===== src/hw/rtl/ost_pkg.sv =====
// ----------------------------------------------------------------------------
// ost_pkg: shared types and constants for the one-shot timer bank
// Field widths, command and result codes, controller states and the
// command/status bundles between controller and datapath.
// ----------------------------------------------------------------------------
`default_nettype none

package ost_pkg;

  localparam int DUR_W       = 16;
  localparam int HDL_W       = 8;
  localparam int SLOT_W      = 3;
  localparam int STATUS_W    = 2;
  localparam int MEM_W       = DUR_W + HDL_W;
  localparam int MAX_NOTICES = 8;
  localparam int NCNT_W      = 4;

  localparam int IN_DATA_W   = 24;
  localparam int OUT_DATA_W  = 16;

  // input selector (tuser)
  localparam logic CMD_ADD  = 1'b0;
  localparam logic CMD_TICK = 1'b1;

  // result kind (tuser)
  localparam logic KIND_REPLY  = 1'b0;
  localparam logic KIND_NOTICE = 1'b1;

  typedef enum logic [STATUS_W-1:0] {
    ST_OK      = 2'd0,
    ST_INVALID = 2'd1,
    ST_FULL    = 2'd2
  } status_t;

  typedef enum logic {
    SRC_REPLY  = 1'b0,
    SRC_NOTICE = 1'b1
  } out_src_t;

  typedef enum logic [2:0] {
    S_IDLE,
    S_ADD_SCAN,
    S_TICK_RD,
    S_TICK_UPD,
    S_FLUSH
  } state_t;

  typedef struct packed {
    logic     accept;
    logic     idx_clr;
    logic     idx_inc;
    logic     mem_rd;
    logic     add_commit;
    logic     dec_write;
    logic     expire_clr;
    logic     pend_load;
    logic     pend_clr;
    logic     ncnt_clr;
    logic     out_load;
    out_src_t out_src;
    status_t  out_status;
    logic     out_last;
  } ost_cmd_t;

  typedef struct packed {
    logic add_invalid;
    logic slot_active;
    logic idx_last;
    logic expire;
    logic pend_valid;
    logic ncnt_full;
    logic out_free;
  } ost_stat_t;

endpackage

`default_nettype wire


===== src/hw/rtl/one_shot_timer_slots.sv =====
// ----------------------------------------------------------------------------
// one_shot_timer_slots: bank of one-shot countdown timers
// Add requests claim the lowest free slot; tick requests count all active
// slots down and report the slots that run out, up to eight, in slot order.
// ----------------------------------------------------------------------------
// One request is handled at a time; in_tready is high only while the
// sequencer is idle. An add request scans the slot flags one per cycle
// from slot 0 and answers at the first free slot, or with full after
// the last slot; a rejected add answers before any scan. A tick walks
// every slot: a free slot is passed over, an active one takes a registered
// read of the slot memory, then the update; a flush follows the last slot.
// The read and the write-back share the single memory port. Stalls on
// out_tready can hold the add answer, the tick walk and the flush. A tick
// with no expiring slot returns nothing; otherwise up to eight notices,
// the last with tlast. No clearing pass is needed after reset: per-slot
// active flags are cleared at once and the slot memory is only read for
// active slots.
// ----------------------------------------------------------------------------
`default_nettype none

module one_shot_timer_slots #(
  parameter int SLOT_COUNT = 8   // 1 to 8
) (
  input  wire logic                          clk,
  input  wire logic                          rst_n,

  // request channel
  input  wire logic                          in_tvalid,
  output logic                               in_tready,
  // [15:0] duration, [23:16] handle
  input  wire logic [ost_pkg::IN_DATA_W-1:0] in_tdata,
  // [0] command: 0 add, 1 tick
  input  wire logic                          in_tuser,

  // result channel
  output logic                               out_tvalid,
  input  wire logic                          out_tready,
  // [1:0] status, [4:2] slot, [12:5] fired_handle, [15:13] zero
  output logic [ost_pkg::OUT_DATA_W-1:0]     out_tdata,
  // [0] kind: 0 add reply, 1 expiry notice
  output logic                               out_tuser,
  output logic                               out_tlast
);

  ost_pkg::ost_cmd_t  cmd;
  ost_pkg::ost_stat_t stat;

  // sequencer: add scan, tick walk, notice flush
  ost_ctrl u_ctrl (
    .clk       (clk),
    .rst_n     (rst_n),
    .in_tvalid (in_tvalid),
    .in_tuser  (in_tuser),
    .in_ready  (in_tready),
    .stat      (stat),
    .cmd       (cmd)
  );

  // slot store, held notice and output register
  ost_dp #(
    .SLOT_COUNT (SLOT_COUNT)
  ) u_dp (
    .clk        (clk),
    .rst_n      (rst_n),
    .cmd        (cmd),
    .stat       (stat),
    .in_tdata   (in_tdata),
    .out_tvalid (out_tvalid),
    .out_tready (out_tready),
    .out_tdata  (out_tdata),
    .out_tuser  (out_tuser),
    .out_tlast  (out_tlast)
  );

  // A held notice must have been flushed before a new request is taken.
  a_idle_no_pending: assert property (@(posedge clk) disable iff (!rst_n)
    in_tready |-> !stat.pend_valid)
    else $error("notice still held while idle");

  // Taking a request leaves the idle state.
  a_accept_busy: assert property (@(posedge clk) disable iff (!rst_n)
    (in_tvalid && in_tready) |=> !in_tready)
    else $error("request taken but sequencer stayed idle");

  // An add reply is always a single result with no handle.
  a_reply_fields: assert property (@(posedge clk) disable iff (!rst_n)
    (out_tvalid && out_tuser == ost_pkg::KIND_REPLY)
      |-> (out_tlast && out_tdata[12:5] == 8'd0))
    else $error("bad add reply fields");

  // A notice carries the nonzero handle stored at add time and ok status.
  a_notice_fields: assert property (@(posedge clk) disable iff (!rst_n)
    (out_tvalid && out_tuser == ost_pkg::KIND_NOTICE)
      |-> (out_tdata[12:5] != 8'd0 && out_tdata[1:0] == ost_pkg::ST_OK))
    else $error("bad expiry notice fields");

endmodule

`default_nettype wire


===== src/hw/rtl/ost_ctrl.sv =====
// ----------------------------------------------------------------------------
// ost_ctrl: sequencer for the timer bank
// Walks the slots for add and tick requests and issues datapath commands.
// ----------------------------------------------------------------------------
`default_nettype none

module ost_ctrl (
  input  wire logic               clk,
  input  wire logic               rst_n,
  input  wire logic               in_tvalid,
  input  wire logic               in_tuser,
  output logic                    in_ready,
  input  wire ost_pkg::ost_stat_t stat,
  output ost_pkg::ost_cmd_t       cmd
);

  ost_pkg::state_t state_r, state_nxt;

  always_ff @(posedge clk) begin
    if (!rst_n) begin
      state_r <= ost_pkg::S_IDLE;
    end else begin
      state_r <= state_nxt;
    end
  end

  always_comb begin
    logic go;
    go         = 1'b0;
    state_nxt  = state_r;
    in_ready   = 1'b0;
    cmd        = '0;
    cmd.out_src    = ost_pkg::SRC_REPLY;
    cmd.out_status = ost_pkg::ST_OK;

    case (state_r)
      ost_pkg::S_IDLE: begin
        in_ready = 1'b1;
        if (in_tvalid) begin
          cmd.accept   = 1'b1;
          cmd.idx_clr  = 1'b1;
          cmd.ncnt_clr = 1'b1;
          state_nxt = (in_tuser == ost_pkg::CMD_TICK) ? ost_pkg::S_TICK_RD
                                                       : ost_pkg::S_ADD_SCAN;
        end
      end

      ost_pkg::S_ADD_SCAN: begin
        if (stat.add_invalid) begin
          if (stat.out_free) begin
            cmd.out_load   = 1'b1;
            cmd.out_status = ost_pkg::ST_INVALID;
            state_nxt      = ost_pkg::S_IDLE;
          end
        end else if (!stat.slot_active) begin
          if (stat.out_free) begin
            cmd.add_commit = 1'b1;
            cmd.out_load   = 1'b1;
            cmd.out_status = ost_pkg::ST_OK;
            state_nxt      = ost_pkg::S_IDLE;
          end
        end else if (stat.idx_last) begin
          if (stat.out_free) begin
            cmd.out_load   = 1'b1;
            cmd.out_status = ost_pkg::ST_FULL;
            state_nxt      = ost_pkg::S_IDLE;
          end
        end else begin
          cmd.idx_inc = 1'b1;
        end
      end

      ost_pkg::S_TICK_RD: begin
        if (stat.slot_active) begin
          cmd.mem_rd = 1'b1;
          state_nxt  = ost_pkg::S_TICK_UPD;
        end else if (stat.idx_last) begin
          state_nxt = ost_pkg::S_FLUSH;
        end else begin
          cmd.idx_inc = 1'b1;
        end
      end

      ost_pkg::S_TICK_UPD: begin
        if (stat.expire) begin
          if (stat.ncnt_full) begin
            // notice dropped, slot still freed
            cmd.expire_clr = 1'b1;
            go = 1'b1;
          end else if (!stat.pend_valid || stat.out_free) begin
            cmd.out_load   = stat.pend_valid;
            cmd.out_src    = ost_pkg::SRC_NOTICE;
            cmd.out_last   = 1'b0;
            cmd.pend_load  = 1'b1;
            cmd.expire_clr = 1'b1;
            go = 1'b1;
          end
        end else begin
          cmd.dec_write = 1'b1;
          go = 1'b1;
        end
        if (go) begin
          if (stat.idx_last) begin
            state_nxt = ost_pkg::S_FLUSH;
          end else begin
            cmd.idx_inc = 1'b1;
            state_nxt   = ost_pkg::S_TICK_RD;
          end
        end
      end

      ost_pkg::S_FLUSH: begin
        if (!stat.pend_valid) begin
          state_nxt = ost_pkg::S_IDLE;
        end else if (stat.out_free) begin
          cmd.out_load = 1'b1;
          cmd.out_src  = ost_pkg::SRC_NOTICE;
          cmd.out_last = 1'b1;
          cmd.pend_clr = 1'b1;
          state_nxt    = ost_pkg::S_IDLE;
        end
      end

      default: begin
        state_nxt = ost_pkg::S_IDLE;
      end
    endcase
  end

endmodule

`default_nettype wire


===== src/hw/rtl/ost_dp.sv =====
// ----------------------------------------------------------------------------
// ost_dp: timer bank datapath
// Slot memory, active flags, slot pointer, held notice and output register.
// ----------------------------------------------------------------------------
`default_nettype none

module ost_dp #(
  parameter int SLOT_COUNT = 8
) (
  input  wire logic                              clk,
  input  wire logic                              rst_n,
  input  wire ost_pkg::ost_cmd_t                 cmd,
  output ost_pkg::ost_stat_t                     stat,
  input  wire logic [ost_pkg::IN_DATA_W-1:0]     in_tdata,
  output logic                                   out_tvalid,
  input  wire logic                              out_tready,
  output logic [ost_pkg::OUT_DATA_W-1:0]         out_tdata,
  output logic                                   out_tuser,
  output logic                                   out_tlast
);

  localparam int IDX_W = (SLOT_COUNT > 1) ? $clog2(SLOT_COUNT) : 1;

  // latched request
  logic [ost_pkg::DUR_W-1:0] dur_r;
  logic [ost_pkg::HDL_W-1:0] hdl_r;

  // slot pointer and active flags (active = slot holds a running timer)
  logic [IDX_W-1:0]      idx_r, idx_nxt;
  logic [SLOT_COUNT-1:0] active_r, active_nxt;

  // slot memory: {handle, remaining ticks}
  logic [ost_pkg::MEM_W-1:0] mem [SLOT_COUNT];
  logic [ost_pkg::MEM_W-1:0] rd_data_r;
  logic [ost_pkg::MEM_W-1:0] wr_data;
  logic                      wr_en;
  logic [ost_pkg::DUR_W-1:0] rd_cnt;
  logic [ost_pkg::HDL_W-1:0] rd_hdl;

  // held notice, so the final one can carry last
  logic                       pend_valid_r;
  logic [ost_pkg::SLOT_W-1:0] pend_slot_r;
  logic [ost_pkg::HDL_W-1:0]  pend_hdl_r;
  logic [ost_pkg::NCNT_W-1:0] ncnt_r;

  // output register
  logic                       out_valid_r;
  logic                       out_kind_r;
  ost_pkg::status_t           out_status_r;
  logic [ost_pkg::SLOT_W-1:0] out_slot_r;
  logic [ost_pkg::HDL_W-1:0]  out_hdl_r;
  logic                       out_last_r;

  logic [ost_pkg::SLOT_W-1:0] idx_slot;
  logic                       out_free;

  assign rd_cnt   = rd_data_r[ost_pkg::DUR_W-1:0];
  assign rd_hdl   = rd_data_r[ost_pkg::MEM_W-1:ost_pkg::DUR_W];
  assign idx_slot = ost_pkg::SLOT_W'(idx_r);
  assign out_free = !out_valid_r || out_tready;

  always_ff @(posedge clk) begin
    if (cmd.accept) begin
      dur_r <= in_tdata[ost_pkg::DUR_W-1:0];
      hdl_r <= in_tdata[ost_pkg::MEM_W-1:ost_pkg::DUR_W];
    end
  end

  always_comb begin
    idx_nxt = idx_r;
    if (cmd.idx_clr) begin
      idx_nxt = '0;
    end else if (cmd.idx_inc) begin
      idx_nxt = idx_r + IDX_W'(1);
    end
  end

  always_comb begin
    active_nxt = active_r;
    if (cmd.add_commit) begin
      active_nxt[idx_r] = 1'b1;
    end
    if (cmd.expire_clr) begin
      active_nxt[idx_r] = 1'b0;
    end
  end

  always_ff @(posedge clk) begin
    if (!rst_n) begin
      idx_r    <= '0;
      active_r <= '0;
    end else begin
      idx_r    <= idx_nxt;
      active_r <= active_nxt;
    end
  end

  assign wr_en   = cmd.add_commit || cmd.dec_write;
  assign wr_data = cmd.add_commit ? {hdl_r, dur_r}
                                  : {rd_hdl, rd_cnt - ost_pkg::DUR_W'(1)};

  always_ff @(posedge clk) begin
    if (wr_en) begin
      mem[idx_r] <= wr_data;
    end
    if (cmd.mem_rd) begin
      rd_data_r <= mem[idx_r];
    end
  end

  always_ff @(posedge clk) begin
    if (!rst_n) begin
      pend_valid_r <= 1'b0;
      ncnt_r       <= '0;
    end else begin
      if (cmd.pend_load) begin
        pend_valid_r <= 1'b1;
      end else if (cmd.pend_clr) begin
        pend_valid_r <= 1'b0;
      end
      if (cmd.ncnt_clr) begin
        ncnt_r <= '0;
      end else if (cmd.pend_load) begin
        ncnt_r <= ncnt_r + ost_pkg::NCNT_W'(1);
      end
    end
  end

  always_ff @(posedge clk) begin
    if (cmd.pend_load) begin
      pend_slot_r <= idx_slot;
      pend_hdl_r  <= rd_hdl;
    end
  end

  always_ff @(posedge clk) begin
    if (!rst_n) begin
      out_valid_r <= 1'b0;
    end else if (cmd.out_load) begin
      out_valid_r <= 1'b1;
    end else if (out_tready) begin
      out_valid_r <= 1'b0;
    end
  end

  always_ff @(posedge clk) begin
    if (cmd.out_load) begin
      case (cmd.out_src)
        ost_pkg::SRC_NOTICE: begin
          out_kind_r   <= ost_pkg::KIND_NOTICE;
          out_status_r <= ost_pkg::ST_OK;
          out_slot_r   <= pend_slot_r;
          out_hdl_r    <= pend_hdl_r;
          out_last_r   <= cmd.out_last;
        end
        default: begin
          out_kind_r   <= ost_pkg::KIND_REPLY;
          out_status_r <= cmd.out_status;
          out_slot_r   <= (cmd.out_status == ost_pkg::ST_OK) ? idx_slot : '0;
          out_hdl_r    <= '0;
          out_last_r   <= 1'b1;
        end
      endcase
    end
  end

  assign out_tvalid = out_valid_r;
  assign out_tuser  = out_kind_r;
  assign out_tlast  = out_last_r;
  assign out_tdata  = {3'b000, out_hdl_r, out_slot_r, out_status_r};

  assign stat.add_invalid = (dur_r == '0) || (hdl_r == '0);
  assign stat.slot_active = active_r[idx_r];
  assign stat.idx_last    = (idx_r == IDX_W'(SLOT_COUNT - 1));
  assign stat.expire      = (rd_cnt == ost_pkg::DUR_W'(1));
  assign stat.pend_valid  = pend_valid_r;
  assign stat.ncnt_full   = (ncnt_r == ost_pkg::NCNT_W'(ost_pkg::MAX_NOTICES));
  assign stat.out_free    = out_free;

endmodule

`default_nettype wire


===== config.mk =====
export PLATFORM = sky130hd
export DESIGN_NAME = one_shot_timer_slots
export DESIGN_NICKNAME = d
export VERILOG_FILES = /design/src/hw/rtl/ost_pkg.sv /design/src/hw/rtl/one_shot_timer_slots.sv /design/src/hw/rtl/ost_ctrl.sv /design/src/hw/rtl/ost_dp.sv
export SDC_FILE = /design/constraint.sdc
export NUM_CORES = 1
export LEC_CHECK = 0
export BUFFER_PORTS_ARGS = -buffer_cell sky130_fd_sc_hd__buf_2
export CORE_AREA = 2 2 206 208
export DETAILED_ROUTE_END_ITERATION = 6
export DIE_AREA = 0 0 208 210
export PLACE_DENSITY_LB_ADDON = 0.3
export SLEW_MARGIN = 30
export SYNTH_ARGS = -nofsm -noshare
export SYNTH_HDL_FRONTEND = slang
export SYNTH_SLANG_ARGS = --single-unit

===== constraint.sdc =====
create_clock -name clk -period 6.2 [get_ports clk]
set_input_delay 0.62 -clock clk [delete_from_list [all_inputs] [get_ports clk]]
set_output_delay 0.62 -clock clk [all_outputs]
set_load 0.02 [all_outputs]

-- Word-level counts from Yosys, hierarchy flattened
Memory sizes are Yosys's and may differ from the RTL's. A register that Yosys moved wholly into a read port is not among the register bits.
Cells that the tools add are included.
- RAM bits: 192
- input port bits: 29
- word-level logic and storage cells: 125
- memories: 1
- bits in registers: 70
- memory list (name ; depth ; bits a word ; rd ports ; clocked after Yosys merged registers in ; write ports ; RTL line ; text):
    u_dp.mem ; 8 ; 24 ; 1 ; 1 ; 1 ; ost_dp.sv:33 ; logic [ost_pkg::MEM_W-1:0] mem [SLOT_COUNT];
- equality and inequality tests: 11
- muxes and demuxes: 73
- $lt $le $gt $ge: 2
- reduce and logical (&&, ||, !) cells: 16
- bitwise operators: 4
- add/sub/neg operators: 3
- operator list (cell ; count):
    $mux W3 ; 13
    $mux W1 ; 36
    $mux W2 ; 15
    $mux W24 ; 1
    $eq A16 B1 Y1 const B ; 1
    $logic_not A16 Y1 ; 1
    $mux W8 ; 2
    $sub A16 B1 Y16 const B ; 1
    $pmux W3 S5 ; 1
    $and A8 B8 Y8 ; 1
    $logic_not A8 Y1 ; 1
    $not A8 Y8 ; 1
    $or A8 B8 Y8 ; 1
    $eq A3 B2 Y1 const B ; 2
    $eq A3 B3 Y1 const B ; 2
    $pmux W1 S3 ; 2
    $add A4 B1 Y4 const B ; 1
    $eq A4 B4 Y1 const B ; 1
    $logic_or A1 B1 Y1 ; 4
    $lt A3 B4 Y1 const B ; 1
    $ne A4 B4 Y1 const B ; 1
    $reduce_and A4 Y1 ; 1
    $reduce_bool A2 Y1 ; 2
    $reduce_or A2 Y1 ; 2
    14 further kinds ; 15

-- Longest topological paths before layout
- word-level depth: 10
- gate-level depth with buffers: 9

-- Cells and area by module
From an unflattened synthesis, not the netlist that was laid out.
- cells, all modules: 668
- area, all modules: 11578.6 um^2
- modules (own cells, without submodules) (module ; cells each ; seq. area each (um^2) ; times used ; area each (um^2)):
    ost_dp ; 607 ; 8328.0 ; 1 ; 11125.7
    ost_ctrl ; 61 ; 60.1 ; 1 ; 452.9

-- Least setup slack after synthesis
OpenSTA, ideal clock, no wires.
- path kind: reg-to-reg
- from: register u_dp.idx_r[0]
- to: memory u_dp.mem[6][0] (netlist bit), enable pin
- clock period less this slack: 3770 ps
- cell stages (with the launch flop): 8
- setup time: 435 ps
- setup slack: 2430 ps
- buffers on the path: 1
- arrival: 3335 ps
- data required time: 5765 ps
- path through: dfxtp_1 -> mux4_2 -> or2_4 -> nand2_2 -> and3_1 -> buf_6 -> a21oi_2 -> nor3_1
- cells in the longest elaborated chain, start to end: 8
- ends and longest elaborated chain (element ; RTL line ; text):
    start: declaration ; ost_dp.sv:29 ; logic [IDX_W-1:0] idx_r, idx_nxt;
    start signal: assignment ; ost_dp.sv:93 ; idx_r <= idx_nxt;
    $bmux W1 S3 ; ost_dp.sv:173 ; assign stat.slot_active = active_r[idx_r];
    $mux W1 (not written as such) ; ost_dp.sv:173 ;
    $mux W1 ; ost_ctrl.sv:55 ; end else if (!stat.slot_active) begin
    $mux W1 ; ost_ctrl.sv:49 ; if (stat.add_invalid) begin
    $mux W1 ; ost_ctrl.sv:36 ; case (state_r)
    $logic_or A1 B1 Y1 ; ost_dp.sv:98 ; assign wr_en = cmd.add_commit || cmd.dec_write;
    $mux W1 ; ost_dp.sv:103 ; if (wr_en) begin
    $mux W1 (not written as such) ; ost_dp.sv:104 ; mem[idx_r] <= wr_data;
    end: declaration ; ost_dp.sv:33 ;
Several ways; a longest one is shown, not always the timed one. The select of a mux whose other input is x is not followed.

-- Worst setup path after layout
- from: register u_dp.idx_r[0]
- to: memory u_dp.mem[0][4] (netlist bit), enable pin
The elaborated chain is that of the path after synthesis.

==> flow_metrics.tcl <==
set metrics [dict create \
    status "finished, final reports clean" \
    critPathMostFrequentCell "buf_4" \
    coreArea_mm2 0.0415 \
    arrival_ps 4380 \
    rows 75 \
    cts_sinks 286 \
    use_met3 0.0234 \
    synth-seq-cells 286 \
    crit_type "flop to flop" \
    n_fill_cell 4089 \
    path_max_fanout 46 \
    whs_ps 237 \
    slowest_delay_ps 940 \
    relSlewSlack 0.367 \
    maxCapViolCount 0 \
    period_share 0.667 \
    path_cells "mux4_2 -> or2_4 -> nand2_2 -> and3_2 -> buf_4 -> a21oi_2 -> nor2b_2 -> buf_4" \
    slew_viol_final 0 \
    async_flop_share 0 \
    ys.flop_type "edfxtp_1" \
    areaGrowthSynthToFinish_pct 16.6 \
    sequentialPowerShare 0.495 \
    grt_pass1_vias 6173 \
    internal_power_w 0.00381 \
    n_antenna_cell 0 \
    finalWeightedCongestion 0.755 \
    rsz0062_at_grt "no" \
    crit_end "u_dp.mem[0][4]" \
    drc 0 \
    cts-root-buf "clkbuf_16" \
    ios 49 \
    yosys.cell_types.count 56 \
    critPathTopFamily "simple AND/OR/NAND/NOR gates" \
    cts.clk_slew.worst_paths_ps 60 \
    cts_buffer_depth 3 \
    tns_ps 0 \
    worstMarginPinSlew_ps 949 \
    syn_area_mm2 0.0110 \
    first_pass_iters 5 \
    grt-busiest-layer "met2" \
    drive_gt1_frac 0.180 \
    power.share.clock 0.333 \
    port_buffers 45 \
    drt_wl_total_um 25300 \
    regToRegStartpoint "u_dp.idx_r[0]" \
    die_w_um 208 \
    timing.rr.end "u_dp.mem[0][4]" \
    start_util 0.266 \
    peakVddDrop_uv 190 \
    cts_tree "yes" \
    hold_viol_final 0 \
    crit_cells 8 \
    die-area_mm2 0.0437 \
    utilization 0.310 \
    p_leak_nw 4.06 \
    first_iter_violations 550 \
    ctsHtreeMaxLevel 1 \
    worst-path-buf-inv 2 \
    synth_warnings 0 \
    antenna_found_initial 0 \
    wl_per_cell_um 19.3 \
    syn_inst 695 \
    overflow 0 \
    fmax_ghz 0.242 \
    slowest_stage "dfxtp_1" \
    cts_made_buffers 28 \
    synth.avg_cell_area_um2 15.9 \
    num_vias 6158 \
    p_sw_frac 0.272 \
    switching_power_w 0.00142 \
    startpoint "u_dp.idx_r[0]" \
    startpoint_type "flop" \
    dp_hpwl_um 15000 \
    ctsHoldBuffers 0 \
    crit_path_end_kind "flop" \
    insertion_delay_ps 560 \
    die_h_um 210 \
    grt_pass1_wl_um 38300 \
    grt_util_met1 0.167 \
    cp.required_ps 6450 \
    clock_skew_ps 11.6 \
    cts-resized-gates 0 \
    reg2reg_slack_ps 2060 \
    reg2regPathDepth 8 \
    vias_per_cell 4.69 \
    grt_max_degree 47 \
    use_met2 0.177 \
    antenna_left 0 \
    setup_viol 0 \
    combPwrFrac 0.172 \
    synth_edf_count 266 \
    post_cts_buffers 0 \
    ys_seq_area_frac 0.760 \
    nets 787 \
    p_per_area_mw_per_mm2 406 \
    hold_class "input pin to flop" \
    grt_usage 0.114 \
    period_minus_slack_ps 4140 \
]
-- layout by cell type (no fill, tap or decap), drive strengths merged, types with 8 or more instances in the layout --
| master | count |
|---|---|
| o21ai | 24 |
| clkbuf | 40 |
| nand4 | 26 |
| a21oi | 17 |
| xnor2 | 11 |
| nor3 | 11 |
| nand2 | 33 |
| nor4 | 8 |
| a22oi | 96 |
| dfxtp | 20 |
| and2 | 13 |
| inv | 10 |
| mux2 | 11 |
| buf | 64 |
| edfxtp | 266 |
| nor2 | 33 |
| nand3 | 8 |
-- synthesized netlist by cell type, types with 8 or more instances --
library cell | n | area [µm²]
edfxtp_1 | 266 | 7990
a22oi_1 | 96 | 721
o21ai_0 | 24 | 120
nor2_1 | 33 | 124
inv_1 | 10 | 37.5
dfxtp_1 | 20 | 400
nor4_1 | 8 | 50.1
nor3_1 | 10 | 50.1
nand4_1 | 25 | 156
a21oi_1 | 16 | 80.1
nand3_1 | 8 | 40.0
xnor2_1 | 11 | 96.3
clkbuf_1 | 30 | 113
nand2_1 | 32 | 120
and2_1 | 12 | 75.1
-- logic make-up after synthesis --
logic type | count (synthesis) | share of synthesized area
buffers and inverters | 49 | 0.0213
AND/OR/NAND/NOR | 164 | 0.0799
adder cells (fa/ha/maj) | 6 | 0.00680
flip-flops | 286 | 0.760
other | 1 | 0.000340
multiplexers | 15 | 0.0177
AO/OA/AOI/OAI | 159 | 0.102
XOR/XNOR | 15 | 0.0119
-- routing by layer --
layer	share of wire	vias up
li1	-	2857
met1	0.48	3062
met2	0.44	206
met3	0.064	33
met4	0.016	0
met5	0	-
-- flip-flops by register name (all words and copies together) (netlist names) --
register / flops
u_dp.out_tlast: 1
u_dp.out_hdl_r: 8
u_dp.pend_slot_r: 3
u_dp.pend_valid_r: 1
u_dp.out_status_r: 2
u_dp.pend_hdl_r: 8
u_dp.dur_r: 16
u_ctrl.state_r: 3
u_dp.out_tvalid: 1
u_dp.idx_r: 3
u_dp.active_r: 8
u_dp.hdl_r: 8
u_dp.rd_data_r: 24
u_dp.mem: 192
u_dp.out_slot_r: 3
u_dp.out_tuser: 1
u_dp.ncnt_r: 4
-- power groups by stage --
stage,clock (W),combinational [W],sequential [W]
after detailed placement,0,0.000905,0.00263
after global routing,0.00186,0.000995,0.00261
after CTS,0.00177,0.000909,0.00259
final,0.00174,0.000898,0.00259
after global placement,0,0.000896,0.00262
after floorplan,0,0.000611,0.00261
-- layout make-up --
type                            count  area, µm²  share of cell area
Clock buffer                       40        777              0.0604
Clock inverter                     11        159              0.0123
Inverter                           10       37.5             0.00292
Multi-Input combinational cell    362       2470               0.192
Sequential cell                   286       8390               0.652
Tap cell                          539        674              0.0524
Timing Repair Buffer               64        368              0.0286
-- worst min path at each step --
| stage | start | to | slack (ps) | depth (start not counted) |
|---|---|---|---|---|
| floorplan | u_dp.rd_data_r[16] | u_dp.pend_hdl_r[0] | 420 | 0 |
| global placement | u_dp.rd_data_r[17] | u_dp.pend_hdl_r[1] | 430 | 0 |
| detailed placement | u_dp.rd_data_r[23] | u_dp.pend_hdl_r[7] | 440 | 0 |
| CTS | in_tdata[13] | u_dp.dur_r[13] | 210 | 1 |
| global route | in_tdata[15] | u_dp.dur_r[15] | 220 | 1 |
| finish | in_tdata[13] | u_dp.dur_r[13] | 240 | 1 |
-- stage by stage --
stage	instances	setup slack (ps)	instance area (µm²)	total power, W
finish	1312	2060	12900	0.00523
global placement	1261	2130	11900	0.00352
floorplan	697	2430	11000	0.00322
global route	1312	1860	12900	0.00546
detailed placement	1261	2020	11900	0.00353
CTS	1312	2030	12900	0.00527
(Power assumes the default switching activity.)
